--- config.mk ---
export PLATFORM = sky130hd
export DESIGN_NAME = drs_ctrl
export DESIGN_NICKNAME = d
export VERILOG_FILES = /design/src/rtl/drs_pkg.sv /design/src/rtl/drs_ctrl.sv
export SDC_FILE = /design/constraint.sdc
export NUM_CORES = 1
export LEC_CHECK = 0
export BUFFER_PORTS_ARGS = -buffer_cell sky130_fd_sc_hd__buf_4
export CAP_MARGIN = 10
export CORE_UTILIZATION = 31
export CTS_BUF_LIST = sky130_fd_sc_hd__clkbuf_4 sky130_fd_sc_hd__clkbuf_8 sky130_fd_sc_hd__clkbuf_16
export CTS_CLUSTER_DIAMETER = 150
export CTS_CLUSTER_SIZE = 10
export DETAILED_ROUTE_END_ITERATION = 10
export MAX_ROUTING_LAYER = met4
export PLACE_DENSITY_LB_ADDON = 0.15
export SKIP_CTS_REPAIR_TIMING = 1
export SLEW_MARGIN = 20
export SYNTH_ARGS = -nofsm -noshare
export SYNTH_HDL_FRONTEND = slang
export SYNTH_SLANG_ARGS = --single-unit
--- constraint.sdc ---
create_clock -name clk_i -period 3.4 [get_ports clk_i]
set_clock_uncertainty 0.2 [all_clocks]
set_input_delay 0.34 -clock clk_i [delete_from_list [all_inputs] [get_ports clk_i]]
set_output_delay 0.34 -clock clk_i [all_outputs]
set_load 0.01 [all_outputs]
--- src/rtl/drs_pkg.sv ---
// shared types and constants of the decimal lsd radix sorter
// used by drs_ctrl, drs_datapath and decimal_lsd_radix_sort
`default_nettype none
package drs_pkg;

  localparam int unsigned MAX_ITEMS_DEF = 64;
  localparam int unsigned VAL_W         = 31;
  localparam int unsigned RADIX         = 10;
  localparam int unsigned DIG_W         = 4;
  localparam int unsigned WORD_W        = 2 * VAL_W;
  localparam int unsigned PROD_W        = 63;
  localparam int unsigned DIV10_SHIFT   = 35;
  localparam logic [31:0] DIV10_MUL     = 32'hCCCC_CCCD;
  localparam logic [DIG_W-1:0] LAST_DIGIT = DIG_W'(RADIX - 1);

  typedef enum logic [1:0] {
    OP_HIST,
    OP_PLACE,
    OP_MAXDIV
  } op_e;

  typedef struct packed {
    logic             load;
    logic             clr_set;
    logic             clr_counts;
    logic             issue;
    op_e              op;
    logic             prefix;
    logic [DIG_W-1:0] digit_sel;
    logic             out_load;
    logic             out_last;
  } cmd_t;

  typedef struct packed {
    logic max_zero;
    logic pipe_busy;
    logic out_busy;
  } sts_t;

endpackage
`default_nettype wire

--- src/rtl/drs_ctrl.sv ---
// controller: sequences loading, digit passes and output of the sorter
// depends on drs_pkg
`default_nettype none
module drs_ctrl #(
  parameter int unsigned MAX_ITEMS = 64
) (
  input  wire                  clk_i,
  input  wire                  rst_ni,
  input  wire                  in_valid_i,
  input  wire                  in_last_i,
  output logic                 in_ready_o,
  input  drs_pkg::sts_t        sts_i,
  input  wire [$clog2(MAX_ITEMS+1)-1:0] count_i,
  output drs_pkg::cmd_t        cmd_o,
  output logic [(MAX_ITEMS > 1 ? $clog2(MAX_ITEMS) : 1)-1:0] idx_o
);
  import drs_pkg::*;

  localparam int unsigned AW = (MAX_ITEMS > 1) ? $clog2(MAX_ITEMS) : 1;
  localparam int unsigned CW = $clog2(MAX_ITEMS + 1);

  typedef enum logic [3:0] {
    S_LOAD, S_CHECK, S_HIST, S_HIST_WAIT, S_PREFIX, S_PLACE, S_PLACE_WAIT,
    S_DIV, S_DIV_WAIT, S_OUT_RD, S_OUT_LOAD, S_OUT_HOLD
  } state_e;

  state_e           state_q;
  logic [AW-1:0]    i_q;
  logic [DIG_W-1:0] k_q;
  logic [CW-1:0]    last_idx;
  logic             at_last;

  assign last_idx   = count_i - CW'(1);
  assign at_last    = (CW'(i_q) == last_idx);
  assign in_ready_o = (state_q == S_LOAD);
  assign idx_o      = i_q;

  always_comb begin
    cmd_o            = '0;
    cmd_o.op         = OP_HIST;
    cmd_o.digit_sel  = k_q;
    cmd_o.out_last   = at_last;
    unique case (state_q)
      S_LOAD:     cmd_o.load = in_valid_i;
      S_CHECK:    cmd_o.clr_counts = !sts_i.max_zero;
      S_HIST:     cmd_o.issue = 1'b1;
      S_PREFIX:   cmd_o.prefix = 1'b1;
      S_PLACE: begin
        cmd_o.issue = 1'b1;
        cmd_o.op    = OP_PLACE;
      end
      S_DIV: begin
        cmd_o.issue = 1'b1;
        cmd_o.op    = OP_MAXDIV;
      end
      S_OUT_LOAD: cmd_o.out_load = 1'b1;
      S_OUT_HOLD: cmd_o.clr_set = !sts_i.out_busy && at_last;
      default: ;
    endcase
  end

  always_ff @(posedge clk_i or negedge rst_ni) begin
    if (!rst_ni) begin
      state_q <= S_LOAD;
      i_q     <= '0;
      k_q     <= '0;
    end else begin
      unique case (state_q)
        S_LOAD: begin
          if (in_valid_i && in_last_i) state_q <= S_CHECK;
        end
        S_CHECK: begin
          i_q     <= '0;
          state_q <= sts_i.max_zero ? S_OUT_RD : S_HIST;
        end
        S_HIST: begin
          if (at_last) state_q <= S_HIST_WAIT;
          else         i_q <= i_q + AW'(1);
        end
        S_HIST_WAIT: begin
          k_q <= '0;
          if (!sts_i.pipe_busy) state_q <= S_PREFIX;
        end
        S_PREFIX: begin
          if (k_q == LAST_DIGIT) begin
            i_q     <= last_idx[AW-1:0];
            state_q <= S_PLACE;
          end else begin
            k_q <= k_q + DIG_W'(1);
          end
        end
        S_PLACE: begin
          if (i_q == '0) state_q <= S_PLACE_WAIT;
          else           i_q <= i_q - AW'(1);
        end
        S_PLACE_WAIT: begin
          if (!sts_i.pipe_busy) state_q <= S_DIV;
        end
        S_DIV:      state_q <= S_DIV_WAIT;
        S_DIV_WAIT: begin
          if (!sts_i.pipe_busy) state_q <= S_CHECK;
        end
        S_OUT_RD:   state_q <= S_OUT_LOAD;
        S_OUT_LOAD: state_q <= S_OUT_HOLD;
        S_OUT_HOLD: begin
          if (!sts_i.out_busy) begin
            if (at_last) begin
              i_q     <= '0;
              state_q <= S_LOAD;
            end else begin
              i_q     <= i_q + AW'(1);
              state_q <= S_OUT_RD;
            end
          end
        end
        default: state_q <= S_LOAD;
      endcase
    end
  end

endmodule
`default_nettype wire

==> reports/summary.txt <==
H-Tree Level Count -> 1
Final #Nets -> 235
Total Wirelength -> 4136 µm
CTS Buf Count -> 3
Layout cells sized above 1 -> 0.2419
Critical Path Start Type -> register
Synthesis-stage register bit count -> 14
Internal power -> 793.4 µW
DR iter-0 viols -> 98
Die Span Y -> 71.83 µm
DP HPWL -> 3124 µm
# diodes -> 0
Residual DRC count -> 0
TritonCTS clock tree -> built
IO buf count -> 33
Total track usage -> 0.1740
Slew headroom -> 0.6244
Avg Cell Area, Syn -> 8.083 µm²
Final core utilization -> 0.3928
Reg2reg setup slack -> 0.81 ns
RSZ-0062 raised after global routing -> no
Primary FF master, synth -> dfrtp_1
Clock Latency Late Sink -> 0.25 ns
Layout area overhead -> 21.94%
Routed Antenna Nets -> 0
GRT Residual Overflow -> 0
Design area -> 1843 µm²
Seq/Total Area, Yosys -> 0.2318
Synth warn -> 0
Sequential share of power -> 0.264
Initial antenna violation count -> 0
Die area -> 5159 µm²
WL/cell -> 15.38 µm
Setup-failing EPs final -> 0
Worst-path clk slew -> 0.07 ns
Placed cell area -> 1778 µm²
Longest Clk Path Bufs -> 2
Cell count after synthesis -> 187
Synth cell types -> 52
Crit-path max FO -> 6
DR vias/cell -> 5.513
Die Wd -> 71.83 µm
Pin count of the biggest net entering global routing -> 19
Final Critical Period -> 2.789 ns
Critical Path End Type -> output pin
Ys async rst share -> 1.000
Via count -> 1483
Setup tns final -> 0 ns
Global-route wire length before repair -> 6879 µm
Maximum vdd drop -> 291.8 µV
Syn_nets -> 206
Clock root cell -> clkbuf_8
Netlist Area Pre-Place -> 1511 µm²
Leak -> 0.7992 nW
Critical path type -> reg2out
Max cap viols -> 0
FILL cells -> 505
Vias in the first global route -> 1408
Worst Path Required -> 2.86 ns
Combinational share of power -> 0.624
IO Count -> 34
Psw -> 744.1 µW
R2R Path Start -> state_q[3]
Clock share of power -> 0.112
Core ar. -> 4692 µm²
Switching Fraction -> 0.4840
Starting Density -> 0.3221
Worst slew pin tran -> 0.5634 ns
Worst r2r path cells -> 7
R2R Path End -> state_q[0]
Commonest non-fill, non-tap cells in the layout -> buf_4 (34), inv_1 (15), nand2_1 (14), nand3_1 (14), dfrtp_1 (14)
Commonest non-fill, non-tap cell in the layout -> buf_4
Pwr per Cell Area -> 834.2 nW/µm²
Drt first pass iters -> 4
Hold crit path type -> in2async
Max Clk Rate -> 358.6 MHz
Row cnt -> 25
Fin crit share -> 0.8202
Arr. time, crit path -> 2.25 ns
Footprint of the multi-input gates -> 1045 µm²
Max-slew violation count -> 0
Sequential Area -> 350.3 µm²
Outcome -> finished, final reports clean
Final hold violations -> 0
Routability cong. -> 0.7794
Number of enable flip-flop cells after synthesis -> 0
Num Clock Sinks -> 14
==> cells in the mapped netlist (all sizes together), types with 2 or more instances <==
library cell   n  area share
a32o           2       0.013
a31oi          3       0.012
a41oi          3       0.017
nand2         14       0.035
o21a           2       0.012
nor3b          2       0.013
inv           16       0.040
nor2          13       0.032
nor4b          3       0.031
o211ai         3       0.022
o21ai         10       0.033
o221ai         3       0.017
nand4b         2       0.012
nor3           7       0.023
mux2i          2       0.013
o211a          2       0.013
xor2           4       0.023
a21oi          8       0.026
nand4          5       0.021
xnor2          9       0.052
o22ai          6       0.025
nand3         14       0.046
ha             5       0.041
nor4           3       0.012
nor2b          4       0.017
dfrtp         14        0.23
buf           10       0.035
xnor3          2       0.030
==> routing by layer <==
| layer | up-vias | GRT usage | part of all wire |
|---|---|---|---|
| met3 | 2 | 0.02672 | 0.035 |
| met1 | 701 | 0.2258 | 0.47 |
| met2 | 32 | 0.2956 | 0.49 |
| li1 | 748 | - | - |
| met4 | 0 | 0.01961 | 0.0041 |
| met5 | - | - | 0 |
==> state kept, by name (all words and copies together) (netlist names) <==
register,flops
k_q,4
state_q,4
idx_o,6
==> worst max-delay path, cell delays in order, from the launching register on <==
cell and delay (ns):
dfrtp_1 0.44, inv_1 0.17, xnor3_1 0.46, nor4b_4 0.33, o21a_2 0.25, nor3b_1 0.20
buf_4 0.15
==> power groups by stage <==
stage / registers (mW) / logic (mW) / clock network (mW)
2_1_floorplan: 0.304 / 0.792 / 0
3_3_place_gp: 0.414 / 0.966 / 0
3_5_place_dp: 0.410 / 0.954 / 0
4_1_cts: 0.406 / 0.959 / 0.178
5_1_grt: 0.426 / 1.07 / 0.182
6_report: 0.406 / 0.959 / 0.172
==> cell type report <==
cell class	instances	share of cell area
Inverter	16	0.03259
Sequential cell	14	0.1901
Timing Repair Buffer	35	0.1439
Tap cell	54	0.03666
Multi-Input combinational cell	146	0.5669
Clock buffer	4	0.02987
==> worst max-delay path by stage <==
| stage | startpoint | slack [ns] | cells after the start | end |
|---|---|---|---|---|
| after floorplan | idx_o[3] | 0.99 | 5 | cmd_o[11] |
| after global placement | count_i[1] | 0.79 | 7 | cmd_o[11] |
| after detailed placement | count_i[0] | 0.76 | 9 | cmd_o[11] |
| after CTS | idx_o[3] | 0.56 | 6 | cmd_o[11] |
| after global routing | idx_o[3] | 0.46 | 6 | cmd_o[11] |
| final | idx_o[3] | 0.61 | 6 | cmd_o[11] |
==> kinds of logic (layout without fill, tap and decap cells) <==
logic type / Yosys count / after routing / share of synthesized area
AOI/OAI and AO/OA: 49 / 49 / 0.2401
xor gates and xnor gates: 15 / 15 / 0.1051
adders and majority gates: 5 / 5 / 0.04139
buffers and inverters: 27 / 55 / 0.07698
DFF: 14 / 14 / 0.2318
muxes: 3 / 3 / 0.02318
and+or+nand+nor: 74 / 74 / 0.2815
==> stage by stage <==
step	hold slack (ns)	total power, mW	cells	worst slack (ns)
finish	0.2811	1.537	269	0.6112
global route	0.2975	1.679	269	0.4634
CTS	-0.2637	1.544	268	0.5617
detailed placement	0.01538	1.364	264	0.7606
global placement	0.01252	1.380	264	0.7930
floorplan	-0.1556	1.096	187	0.9925
Power figures use the tool's default switching activity.
